--- config.mk ---
export PLATFORM = sky130hd
export DESIGN_NAME = magic_length_fletcher_deframer_flat
export DESIGN_NICKNAME = d
export VERILOG_FILES = /design/src/rtl/mlfd_pkg.sv /design/src/rtl/mlfd_in_if.sv /design/src/rtl/mlfd_out_if.sv /design/src/rtl/magic_length_fletcher_deframer.sv /design/src/rtl/mlfd_ram.sv /design/src/rtl/mlfd_parser.sv /design/src/flat_wrapper.sv
export SDC_FILE = /design/constraint.sdc
export NUM_CORES = 2
export LEC_CHECK = 0
export BUFFER_PORTS_ARGS = -buffer_cell sky130_fd_sc_hd__clkbuf_2
export CAP_MARGIN = 20
export CORE_UTILIZATION = 50
export CTS_CLUSTER_SIZE = 12
export DETAILED_ROUTE_END_ITERATION = 6
export PLACE_DENSITY = 0.77
export RECOVER_POWER = 25
export SETUP_SLACK_MARGIN = 0.15
export SYNTH_ARGS = -nofsm -noshare
export SYNTH_HDL_FRONTEND = slang
export SYNTH_SLANG_ARGS = --single-unit
--- constraint.sdc ---
create_clock -name clk -period 8 [get_ports clk]
set_input_delay 0.4 -clock clk [delete_from_list [all_inputs] [get_ports clk]]
set_output_delay 0.4 -clock clk [all_outputs]
set_load 0.05 [all_outputs]
--- src/rtl/mlfd_pkg.sv ---
package mlfd_pkg;

    // Body buffer depth
    localparam int MAX_BODY = 256;
    localparam int ADDR_W   = (MAX_BODY > 1) ? $clog2(MAX_BODY) : 1;
    localparam logic [15:0] MAX_BODY_W = 16'(MAX_BODY);

    localparam logic [8:0] LIMIT_RESET = 9'd256;
    localparam logic [8:0] LEN_SAT     = 9'd511;

    localparam logic [7:0] MAGIC [4] = '{8'h01, 8'h02, 8'h03, 8'h04};

    localparam logic OP_PUSH = 1'b0;
    localparam logic OP_READ = 1'b1;

    typedef enum logic [1:0] {
        PH_MAGIC  = 2'd0,
        PH_LENGTH = 2'd1,
        PH_BODY   = 2'd2,
        PH_CHECK  = 2'd3
    } phase_t;

    typedef enum logic [1:0] {
        K_ACCEPTED  = 2'd0,
        K_MISMATCH  = 2'd1,
        K_TOO_LARGE = 2'd2,
        K_READ      = 2'd3
    } kind_t;

    // Result of one transfer, before the buffer read data is attached
    typedef struct packed {
        logic       valid;
        kind_t      kind;
        logic [8:0] frame_length;
        logic       read_ok;
    } result_t;

    typedef struct packed {
        logic              en;
        logic [ADDR_W-1:0] addr;
        logic [7:0]        data;
    } wr_req_t;

endpackage

--- src/rtl/mlfd_in_if.sv ---
interface mlfd_in_if;
    logic       valid;
    logic       ready;
    logic       operation;
    logic [7:0] data_byte;
    logic [7:0] read_index;

    modport source (output valid, output operation, output data_byte, output read_index,
                    input ready);
    modport sink (input valid, input operation, input data_byte, input read_index,
                  output ready);
endinterface

--- src/rtl/mlfd_out_if.sv ---
interface mlfd_out_if;
    logic       valid;
    logic       ready;
    logic [1:0] result_kind;
    logic [8:0] frame_length;
    logic [7:0] read_data;

    modport source (output valid, output result_kind, output frame_length,
                    output read_data, input ready);
    modport sink (input valid, input result_kind, input frame_length,
                  input read_data, output ready);
endinterface

--- src/rtl/magic_length_fletcher_deframer.sv ---
// A result is registered first in stage one, together with the buffer read port, and then
//   in the output register; stage one holds its result while the output register stalls.
// Throughput: one input transfer per cycle, sustained while the output is taken.
// The body buffer's registered read port sets the extra stage before the output.
// Reset (rst_n, asynchronous, active low) clears parser state, the length limit (to 256)
//   and the pipeline valids; the body buffer is not cleared.
module magic_length_fletcher_deframer (
    input  logic       clk,
    input  logic       rst_n,
    mlfd_in_if.sink    item,
    mlfd_out_if.source result,
    input  logic       cfg_we,
    input  logic [8:0] cfg_wdata
);
    import mlfd_pkg::*;

    logic              accept;
    logic              advance;
    wr_req_t           wr;
    logic              rd_en;
    logic [ADDR_W-1:0] rd_addr;
    logic [7:0]        rd_data;
    result_t           res;

    // Stage one: result descriptor waiting for the buffer read data
    result_t           s1_reg;

    // Output register
    logic              out_valid_reg;
    logic [1:0]        out_kind_reg;
    logic [8:0]        out_len_reg;
    logic [7:0]        out_data_reg;

    // Stage one moves on whenever the output register is free or being drained,
    // so a new transfer is taken even while a finished result still waits.
    assign advance    = !out_valid_reg || result.ready;
    assign item.ready = !s1_reg.valid || advance;
    assign accept     = item.valid && item.ready;

    mlfd_parser u_parser (
        .clk        (clk),
        .rst_n      (rst_n),
        .accept     (accept),
        .operation  (item.operation),
        .data_byte  (item.data_byte),
        .read_index (item.read_index),
        .cfg_we     (cfg_we),
        .cfg_wdata  (cfg_wdata),
        .wr         (wr),
        .rd_en      (rd_en),
        .rd_addr    (rd_addr),
        .res        (res)
    );

    // Body buffer; read data only changes on a read transfer, so it holds
    // while stage one is stalled.
    mlfd_ram #(
        .WIDTH (8),
        .DEPTH (MAX_BODY)
    ) u_body_ram (
        .clk   (clk),
        .we    (wr.en),
        .waddr (wr.addr),
        .wdata (wr.data),
        .re    (rd_en),
        .raddr (rd_addr),
        .rdata (rd_data)
    );

    always_ff @(posedge clk or negedge rst_n)
    begin
        if (!rst_n)
        begin
            s1_reg        <= '0;
            out_valid_reg <= 1'b0;
        end
        else
        begin
            if (accept)
            begin
                s1_reg <= res;
            end
            else if (advance)
            begin
                s1_reg.valid <= 1'b0;
            end

            if (advance)
            begin
                out_valid_reg <= s1_reg.valid;
            end
        end
    end

    // Payload side of the output register: no reset needed
    always_ff @(posedge clk)
    begin
        if (advance && s1_reg.valid)
        begin
            out_kind_reg <= s1_reg.kind;
            out_len_reg  <= s1_reg.frame_length;
            out_data_reg <= s1_reg.read_ok ? rd_data : 8'd0;
        end
    end

    assign result.valid        = out_valid_reg;
    assign result.result_kind  = out_kind_reg;
    assign result.frame_length = out_len_reg;
    assign result.read_data    = out_data_reg;

    a_free_output_ready: assert property (@(posedge clk) disable iff (!rst_n)
        !out_valid_reg |-> item.ready)
        else $error("input stalled with an empty output register");

    a_stalled_s1_held: assert property (@(posedge clk) disable iff (!rst_n)
        s1_reg.valid && !advance |=> s1_reg.valid && $stable(s1_reg))
        else $error("stage one result lost during output stall");

    a_read_flag_only_reads: assert property (@(posedge clk) disable iff (!rst_n)
        s1_reg.valid && s1_reg.read_ok |-> s1_reg.kind == K_READ)
        else $error("buffer data attached to a frame result");

endmodule

--- src/rtl/mlfd_ram.sv ---
module mlfd_ram #(
    parameter int WIDTH = 8,
    parameter int DEPTH = 256,
    localparam int AW = (DEPTH > 1) ? $clog2(DEPTH) : 1
) (
    input  logic             clk,
    input  logic             we,
    input  logic [AW-1:0]    waddr,
    input  logic [WIDTH-1:0] wdata,
    input  logic             re,
    input  logic [AW-1:0]    raddr,
    output logic [WIDTH-1:0] rdata
);

    logic [WIDTH-1:0] mem [DEPTH];
    logic [WIDTH-1:0] rdata_reg;

    always_ff @(posedge clk)
    begin
        if (we)
        begin
            mem[waddr] <= wdata;
        end
        if (re)
        begin
            rdata_reg <= mem[raddr];
        end
    end

    assign rdata = rdata_reg;

endmodule

--- src/rtl/mlfd_parser.sv ---
module mlfd_parser (
    input  logic              clk,
    input  logic              rst_n,
    input  logic              accept,
    input  logic              operation,
    input  logic [7:0]        data_byte,
    input  logic [7:0]        read_index,
    input  logic              cfg_we,
    input  logic [8:0]        cfg_wdata,
    output mlfd_pkg::wr_req_t wr,
    output logic              rd_en,
    output logic [mlfd_pkg::ADDR_W-1:0] rd_addr,
    output mlfd_pkg::result_t res
);
    import mlfd_pkg::*;

    phase_t     phase_reg, phase_next;
    logic [1:0] magic_reg, magic_next;
    logic       half_reg, half_next;
    logic [7:0] hold_reg, hold_next;
    logic [8:0] body_length_reg, body_length_next;
    logic [8:0] body_count_reg, body_count_next;
    logic [7:0] low_reg, low_next;
    logic [7:0] high_reg, high_next;
    logic [8:0] limit_reg;

    logic [15:0] word;
    logic [15:0] limit_eff;
    logic [15:0] expect_sum;

    function automatic logic [7:0] add_mod255(input logic [7:0] a, input logic [7:0] b);
        logic [8:0] s;
        s = {1'b0, a} + {1'b0, b};
        return (s >= 9'd255) ? 8'(s - 9'd255) : s[7:0];
    endfunction

    always_ff @(posedge clk or negedge rst_n)
    begin
        if (!rst_n)
        begin
            phase_reg       <= PH_MAGIC;
            magic_reg       <= '0;
            half_reg        <= 1'b0;
            hold_reg        <= '0;
            body_length_reg <= '0;
            body_count_reg  <= '0;
            low_reg         <= '0;
            high_reg        <= '0;
            limit_reg       <= LIMIT_RESET;
        end
        else
        begin
            phase_reg       <= phase_next;
            magic_reg       <= magic_next;
            half_reg        <= half_next;
            hold_reg        <= hold_next;
            body_length_reg <= body_length_next;
            body_count_reg  <= body_count_next;
            low_reg         <= low_next;
            high_reg        <= high_next;
            if (cfg_we)
            begin
                limit_reg <= cfg_wdata;
            end
        end
    end

    assign word       = {hold_reg, data_byte};
    assign limit_eff  = ({7'b0, limit_reg} > MAX_BODY_W) ? MAX_BODY_W : {7'b0, limit_reg};
    assign expect_sum = {high_reg, low_reg};
    assign rd_en      = accept && (operation == OP_READ);
    assign rd_addr    = ADDR_W'(read_index);

    always_comb
    begin
        phase_next       = phase_reg;
        magic_next       = magic_reg;
        half_next        = half_reg;
        hold_next        = hold_reg;
        body_length_next = body_length_reg;
        body_count_next  = body_count_reg;
        low_next         = low_reg;
        high_next        = high_reg;
        res              = '0;
        res.kind         = K_ACCEPTED;
        wr               = '0;

        if (accept)
        begin
            if (operation == OP_READ)
            begin
                res.valid        = 1'b1;
                res.kind         = K_READ;
                res.frame_length = body_length_reg;
                res.read_ok      = ({1'b0, read_index} < body_length_reg)
                                   && ({8'b0, read_index} < MAX_BODY_W);
            end
            else
            begin
                unique case (phase_reg)
                    PH_MAGIC:
                    begin
                        if (data_byte == MAGIC[magic_reg])
                        begin
                            if (magic_reg == 2'd3)
                            begin
                                magic_next = '0;
                                half_next  = 1'b0;
                                phase_next = PH_LENGTH;
                            end
                            else
                            begin
                                magic_next = magic_reg + 2'd1;
                            end
                        end
                        else
                        begin
                            // a breaking 01 may open a fresh match
                            magic_next = (data_byte == MAGIC[0]) ? 2'd1 : 2'd0;
                        end
                    end
                    PH_LENGTH:
                    begin
                        if (!half_reg)
                        begin
                            hold_next = data_byte;
                            half_next = 1'b1;
                        end
                        else
                        begin
                            half_next = 1'b0;
                            if (word > limit_eff)
                            begin
                                phase_next       = PH_MAGIC;
                                magic_next       = '0;
                                res.valid        = 1'b1;
                                res.kind         = K_TOO_LARGE;
                                res.frame_length = (word > {7'b0, LEN_SAT}) ? LEN_SAT
                                                                            : word[8:0];
                            end
                            else
                            begin
                                body_length_next = word[8:0];
                                body_count_next  = '0;
                                low_next         = '0;
                                high_next        = '0;
                                phase_next       = (word == 16'd0) ? PH_CHECK : PH_BODY;
                            end
                        end
                    end
                    PH_BODY:
                    begin
                        wr.en           = ({7'b0, body_count_reg} < MAX_BODY_W);
                        wr.addr         = ADDR_W'(body_count_reg);
                        wr.data         = data_byte;
                        low_next        = add_mod255(low_reg, data_byte);
                        high_next       = add_mod255(high_reg, low_next);
                        body_count_next = body_count_reg + 9'd1;
                        if (body_count_next >= body_length_reg)
                        begin
                            phase_next = PH_CHECK;
                            half_next  = 1'b0;
                        end
                    end
                    PH_CHECK:
                    begin
                        if (!half_reg)
                        begin
                            hold_next = data_byte;
                            half_next = 1'b1;
                        end
                        else
                        begin
                            phase_next       = PH_MAGIC;
                            magic_next       = '0;
                            half_next        = 1'b0;
                            res.valid        = 1'b1;
                            res.kind         = (word == expect_sum) ? K_ACCEPTED : K_MISMATCH;
                            res.frame_length = body_length_reg;
                        end
                    end
                    default:
                    begin
                        phase_next = PH_MAGIC;
                    end
                endcase
            end
        end
    end

    a_magic_half_clear: assert property (@(posedge clk) disable iff (!rst_n)
        phase_reg == PH_MAGIC |-> !half_reg)
        else $error("length/checksum byte pairing left open while hunting for magic");

    a_write_in_body: assert property (@(posedge clk) disable iff (!rst_n)
        wr.en |-> accept && operation == OP_PUSH && phase_reg == PH_BODY)
        else $error("buffer write outside body phase");

    a_reject_restarts: assert property (@(posedge clk) disable iff (!rst_n)
        res.valid && res.kind == K_TOO_LARGE |=> phase_reg == PH_MAGIC && magic_reg == 2'd0)
        else $error("oversize length did not restart the magic search");

    a_sums_reduced: assert property (@(posedge clk) disable iff (!rst_n)
        low_reg != 8'hFF && high_reg != 8'hFF)
        else $error("Fletcher sum not reduced modulo 255");

endmodule

--- src/flat_wrapper.sv ---
// flat-port wrapper written by rule: the top's interface ports become plain ports
module magic_length_fletcher_deframer_flat import mlfd_pkg::*;
  (clk, rst_n, cfg_we, cfg_wdata, item_valid, item_operation, item_data_byte, item_read_index, item_ready, result_valid, result_result_kind, result_frame_length, result_read_data, result_ready);
  mlfd_in_if item_i ();
  mlfd_out_if result_i ();
  input  logic clk;
  input  logic rst_n;
  input  logic cfg_we;
  input  logic [8:0] cfg_wdata;
  input wire logic [$bits(item_i.valid)-1:0] item_valid;
  input wire logic [$bits(item_i.operation)-1:0] item_operation;
  input wire logic [$bits(item_i.data_byte)-1:0] item_data_byte;
  input wire logic [$bits(item_i.read_index)-1:0] item_read_index;
  output wire logic [$bits(item_i.ready)-1:0] item_ready;
  output wire logic [$bits(result_i.valid)-1:0] result_valid;
  output wire logic [$bits(result_i.result_kind)-1:0] result_result_kind;
  output wire logic [$bits(result_i.frame_length)-1:0] result_frame_length;
  output wire logic [$bits(result_i.read_data)-1:0] result_read_data;
  input wire logic [$bits(result_i.ready)-1:0] result_ready;
  assign item_i.valid = item_valid;
  assign item_i.operation = item_operation;
  assign item_i.data_byte = item_data_byte;
  assign item_i.read_index = item_read_index;
  assign item_ready = item_i.ready;
  assign result_valid = result_i.valid;
  assign result_result_kind = result_i.result_kind;
  assign result_frame_length = result_i.frame_length;
  assign result_read_data = result_i.read_data;
  assign result_i.ready = result_ready;
  magic_length_fletcher_deframer u_core (.clk(clk), .rst_n(rst_n), .item(item_i), .result(result_i), .cfg_we(cfg_we), .cfg_wdata(cfg_wdata));
endmodule
After elaboration in Yosys (flattened, before gate mapping)
Memory sizes are Yosys's and may differ from the RTL's. A register that Yosys moved wholly into a read port is not among the register bits.
Index checks and enable logic that the tools add are counted.

storage, ports and cells
  bits of input ports = 31
  memories = 1
  logic and storage cells = 117
  bits in writable memories = 2048
  register bits = 89

memory list
  memory                 words  bits a word  rd ports  clocked after memory_dff  write ports  RTL line        text
  u_core.u_body_ram.mem  256    8            1         1                         1            mlfd_ram.sv:15  logic [WIDTH-1:0] mem [DEPTH];

operators by class
  equality and inequality tests = 14
  $lt $le $gt $ge = 9
  bitwise gates (word level) = 4
  add/subtract/negate cells = 6
  multiplexer cells = 47
  reduce and logical (&&, ||, !) cells = 19

operators by type and width
  cell                 count
  $mux 17              3
  $mux 12              4
  $mux 8               6
  $mux 9               4
  $pmux 8 s2           2
  $pmux 12 s2          1
  $mux 2               10
  $add 8x8->9          2
  $ge 9x8->1 const B   2
  $pmux 9 s2           1
  $bmux 8 s2           1
  $eq 16x16->1         1
  $gt 16x9->1          1
  $gt 16x9->1 const B  1
  $logic_not 16->1     1
  $sub 8x8->8 const B  2
  $reduce_and 5->1     3
  $ne 2x2->1 const B   7
  $mux 1               12
  $add 9x1->9 const B  1
  $ge 9x9->1           1
  $gt 9x9->1 const B   1
  $lt 8x9->1           1
  $lt 9x9->1 const B   1
  other kinds (21)     30

Longest topological paths before layout
  depth after elaboration = 8
  gate-level depth with buffers = 19
  mapped depth without buffers = 19

Cells and area by module
From an unflattened synthesis, not the netlist that was laid out.

second synthesis, totals
  cells, all modules = 4399
  area total of the unflattened synthesis = 86096.3 um^2

modules (own cells, without submodules)
  module                          times used  seq. area each (um^2)  area each (um^2)  cells each
  mlfd_ram                        1           61739.2                79636.4           3733
  mlfd_parser                     1           1402.6                 5041.1            563
  magic_length_fletcher_deframer  1           920.9                  1418.9            103

Worst setup path before layout
No wires, ideal clock.

  path type = reg-to-reg
  start = register u_core.out_valid_reg (netlist: u_core.result.valid)
  end = memory u_core.u_body_ram.mem[0][0], data pin
  data required time = 6.607 ns
  path buffers = 0
  library setup time = 1.393 ns
  setup slack = -1.067 ns
  cell stages (with the launch flop) = 6
  arrival = 7.674 ns
  path through = dfrtp_1 nand3b_1 nand2_1 nor2_2 nand2_1 nor2_1

on the way
  word-level cells in the longest chain between the ends = 5

RTL lines
  what                            RTL line                              text
  start, declared                 magic_length_fletcher_deframer.sv:29  logic out_valid_reg;
  start signal, assigned          magic_length_fletcher_deframer.sv:90  out_valid_reg <= s1_reg.valid;
  $logic_not 1->1                 magic_length_fletcher_deframer.sv:36  assign advance = !out_valid_reg || result.ready;
  $logic_or 1x1->1                magic_length_fletcher_deframer.sv:36
  $logic_or 1x1->1                magic_length_fletcher_deframer.sv:37  assign item.ready = !s1_reg.valid || advance;
  via item_ready                  flat_wrapper.sv:14                    output wire logic [$bits(item_i.ready)-1:0] item_ready;
  $logic_and 1x1->1               magic_length_fletcher_deframer.sv:38  assign accept = item.valid && item.ready;
  $mux 17                         mlfd_parser.sv:88                     if (accept)
  via u_core.u_body_ram.wdata[0]  mlfd_ram.sv:9                         input logic [WIDTH-1:0] wdata,
  end, declared                   mlfd_ram.sv:15

The timed path passes the listed nets, and every way through them passes these cells.

Final worst setup path
  start = register u_core.out_valid_reg (netlist: u_core.result.valid)
  end = memory u_core.u_body_ram.mem[118][4], data pin

on the way
  word-level cells in the longest chain between the ends = 5

RTL lines
  what                            RTL line
  $logic_not 1->1                 magic_length_fletcher_deframer.sv:36
  $logic_or 1x1->1                magic_length_fletcher_deframer.sv:36
  $logic_or 1x1->1                magic_length_fletcher_deframer.sv:37
  $logic_and 1x1->1               magic_length_fletcher_deframer.sv:38
  $mux 17                         mlfd_parser.sv:88
  via u_core.u_body_ram.wdata[4]  mlfd_ram.sv:9

The timed path passes the listed nets, and every way through them passes these cells.

==> results.md <==
* DP Wirelength at 113100 um
* Worst-margin pin slew at about 4100 ps
* Routed WL at around 200000 um
* Status: finished, violations left
* GRT Util Overall at a little under a quarter
* Fmax achieved at between 0.15 and 0.2 GHz
* # DRC at 3
* Synth top area share at between 70% and 80%
* # clock sinks at around 2100
* Aggregate global routing overflow at 0
* Worst Setup Start Kind: flip-flop
* Final min period at ~6400 ps
* Post_cts resized at 0
* Number of routed nets with antenna violations at 0
* Fill cells at roughly 12000
* Via/cell ratio at ~6.5
* # Max-Cap Violations at 10
* Nets at approximately 4200
* Setup crit end: u_core.u_body_ram.mem[118][4]
* Drt first pass iters at 7
* Main synth FF type: edfxtp_1
* RSZ-0062 raised after global routing: false
* Vias in the first global route at approximately 42000
* Synth Register Bits at between 2000 and 2500
* Total number of vias at 41930
* CP Class: reg2reg
* Synth area leaders: edfxtp_1 (73%), mux4_2 (16%), dfrtp_1 (2.0%), nor2_1 (1.3%), mux2i_1 (0.79%)
* Part of the cycle the worst path needs at ~80%
* Clock Latency Late Sink at about 850 ps
* Multi-input gate area at 19660 um2
* Starting Density at roughly half
* Initial antenna violation count at 4
* Reg2reg start: u_core.result.valid
* Worst clock skew at roughly 30 ps
* Die Y at ~410 um
* Synth Net Count at between 4000 and 5000
* Core Area at 167800 um2
* Final setup violation count at 0
* # IOs at 52
* Syn Area/Cell at 21.22 um2
* Worst Path Required at 8280 ps
* H-tree level count at 4
* GPL Wtd Cong at ~0.9
* Final Hold Viols at 0
* Sequential share of the synthesized area at 75.54%
* CTS tree: done
* Post-Syn Area at approximately 85000 um2
* R2R cell count at 6
* Die W at about 410 um
* Peak supply drop at between 0.0002 and 0.00025 V
* Initial DRC count at between 5000 and 6000
* CTS root buffer: clkbuf_16
* Hold Path Class: in2reg
* Largest net degree at the start of global routing at roughly 210
* Placed insts at a little over 6000
* Reg-to-Reg End: u_core.u_body_ram.mem[118][4]
* Register area at approximately 64000 um2
* R2R Setup Slk at 1580 ps
* Critical Path End Type: flip-flop
* # hold bufs at CTS at 30
* Share of layout cells above drive strength 1 at around 23%
* Port-buffer cells at 51
* Post-synth top cells: edfxtp_1 (2075), mux4_2 (608), nor2_1 (302)
* Crit path launch: u_core.result.valid
* Post-synth cell types at between 60 and 70
* Mean routed wirelength per cell at a little over 30 um
* Die ar. at around 170000 um2
* First-pass GRT wire length at 294400 um
* CTS Buf Count at ~210
* Cell area power density at 236.4 nW/um2
* Cell taking the most area after synthesis: edfxtp_1
* Top-count cell post-synth: edfxtp_1
* Flip-flop count of the largest register after layout at just over 2000
* Max Transition Viols Final at 744
* P_leak at about 25 nW
* Critical Path Fanout Max at 60
* Row Count at 150
* Post-CTS Repair Setup Buffers at 0
* Area Overhead vs Synth at 10.30%
* CP Data Arrival Time at about 6700 ps
* Slew HR at -170.3%
* Synthesized instance count at around 4000
* Max Root-Sink Buffers at 3
* Violated checks: design-rule violations, max-capacitance violations, max-slew violations
* Count of warnings emitted by yosys at 0
* Post-synth ARST share at 3.263%
* Number of synthesized flops with an enable pin at ~2100
* Final cell count without fillers at 6436
* Worst-path clk slew at roughly 60 ps
* Post-route setup TNS at 0 ps
-- power breakdown --
group	internal (mW)	switching [mW]	total (mW)
clock network	4.75	4.03	8.78
logic	0.368	0.597	0.965
registers	12.3	0.0795	12.4
-- cells by family (layout without fill, tap and decap cells) --
logic type,after synthesis,in the layout,synth area share [%]
AOI/OAI and AO/OA,186,186,1.393
xor gates and xnor gates,34,34,0.3511
adders and majority gates,52,52,0.7849
buffers and inverters,229,462,1.275
DFF,2145,2145,75.54
muxes,695,695,17.20
other,0,2,0
and+or+nand+nor,656,656,3.450
-- critical path, stage by stage (launching register included) --
cell and delay (ps):
dfrtp_1 390, nand3b_1 210, nand2_1 90, clkbuf_1 290, nor2_1 830, and3_1 2160, clkbuf_1 1790
-- cell type report --
type / instances / area share [%]
clock inverter: 46 / 0.4669
sequential: 2145 / 68.49
timing repair buffer: 140 / 1.223
antenna: 2 / 0.005351
multi-input combinational: 1623 / 21.02
inverter: 22 / 0.08829
clock buffer: 254 / 5.760
tap: 2204 / 2.948
-- worst min-delay path by stage --
stage,slack (ps),start,depth (start not counted),end
3_3_place_gp,430,u_core.s1_reg[1],0,u_core.result.frame_length[0]
4_1_cts,10,item_data_byte[1],3,u_core.u_parser.body_length_reg[1]
2_1_floorplan,100,rst_n,0,asynchronous set/reset pin
5_1_grt,70,item_data_byte[1],3,u_core.u_parser.body_length_reg[1]
3_5_place_dp,450,u_core.s1_reg[10],0,u_core.result.result_kind[0]
6_report,80,item_data_byte[1],3,u_core.u_parser.body_length_reg[1]
-- layout by cell type (no fill, tap or decap), drive strengths merged, types with 4 or more instances in the layout --
master       count
edfxtp        2075
mux4           608
clkbuf         306
nor2           304
nand2          156
dfrtp           69
mux2i           67
buf             58
o21ai           56
ha              50
o22ai           49
and3            36
clkinv          36
nand3           34
dlygate4sd3     30
inv             28
nand4           27
a21oi           26
nor3            21
mux2            20
xnor2           18
xor2            16
and2            15
nor2b           14
nor4            13
nand2b          12
a21o             8
o21a             7
o211ai           6
nand3b           6
a22o             6
a211oi           6
or3              5
o2111ai          5
o21bai           4
nor3b            4
-- per-layer routing --
| metal | part of all wire, % | routed length, um | up-vias | global-route usage (%) |
|---|---|---|---|---|
| met3 | 10 | 20140 | 406 | 5.267 |
| met5 | 0 | 0 | - | 0 |
| li1 | - | - | 16810 | - |
| met4 | 3.5 | 7061 | 0 | 8.399 |
| met1 | 37 | 75080 | 22040 | 32.40 |
| met2 | 49 | 98160 | 2677 | 38.12 |
-- stage by stage --
stage                     area (um2)  hold slack [ps]  power (mW)  setup slack (ps)  util [%]
after floorplan                84810            104.4       13.27              1700         -
after global placement         87470            430.8       13.53              2834     52.13
after detailed placement       87480            445.4       13.55              2676     52.14
after CTS                      93600            13.44       22.19              2868     55.79
after global routing           93530            67.89       22.68              1301     55.74
final                          93530            75.20       22.11              1578     55.75
Note: power is estimated with default switching activity, not from simulation.
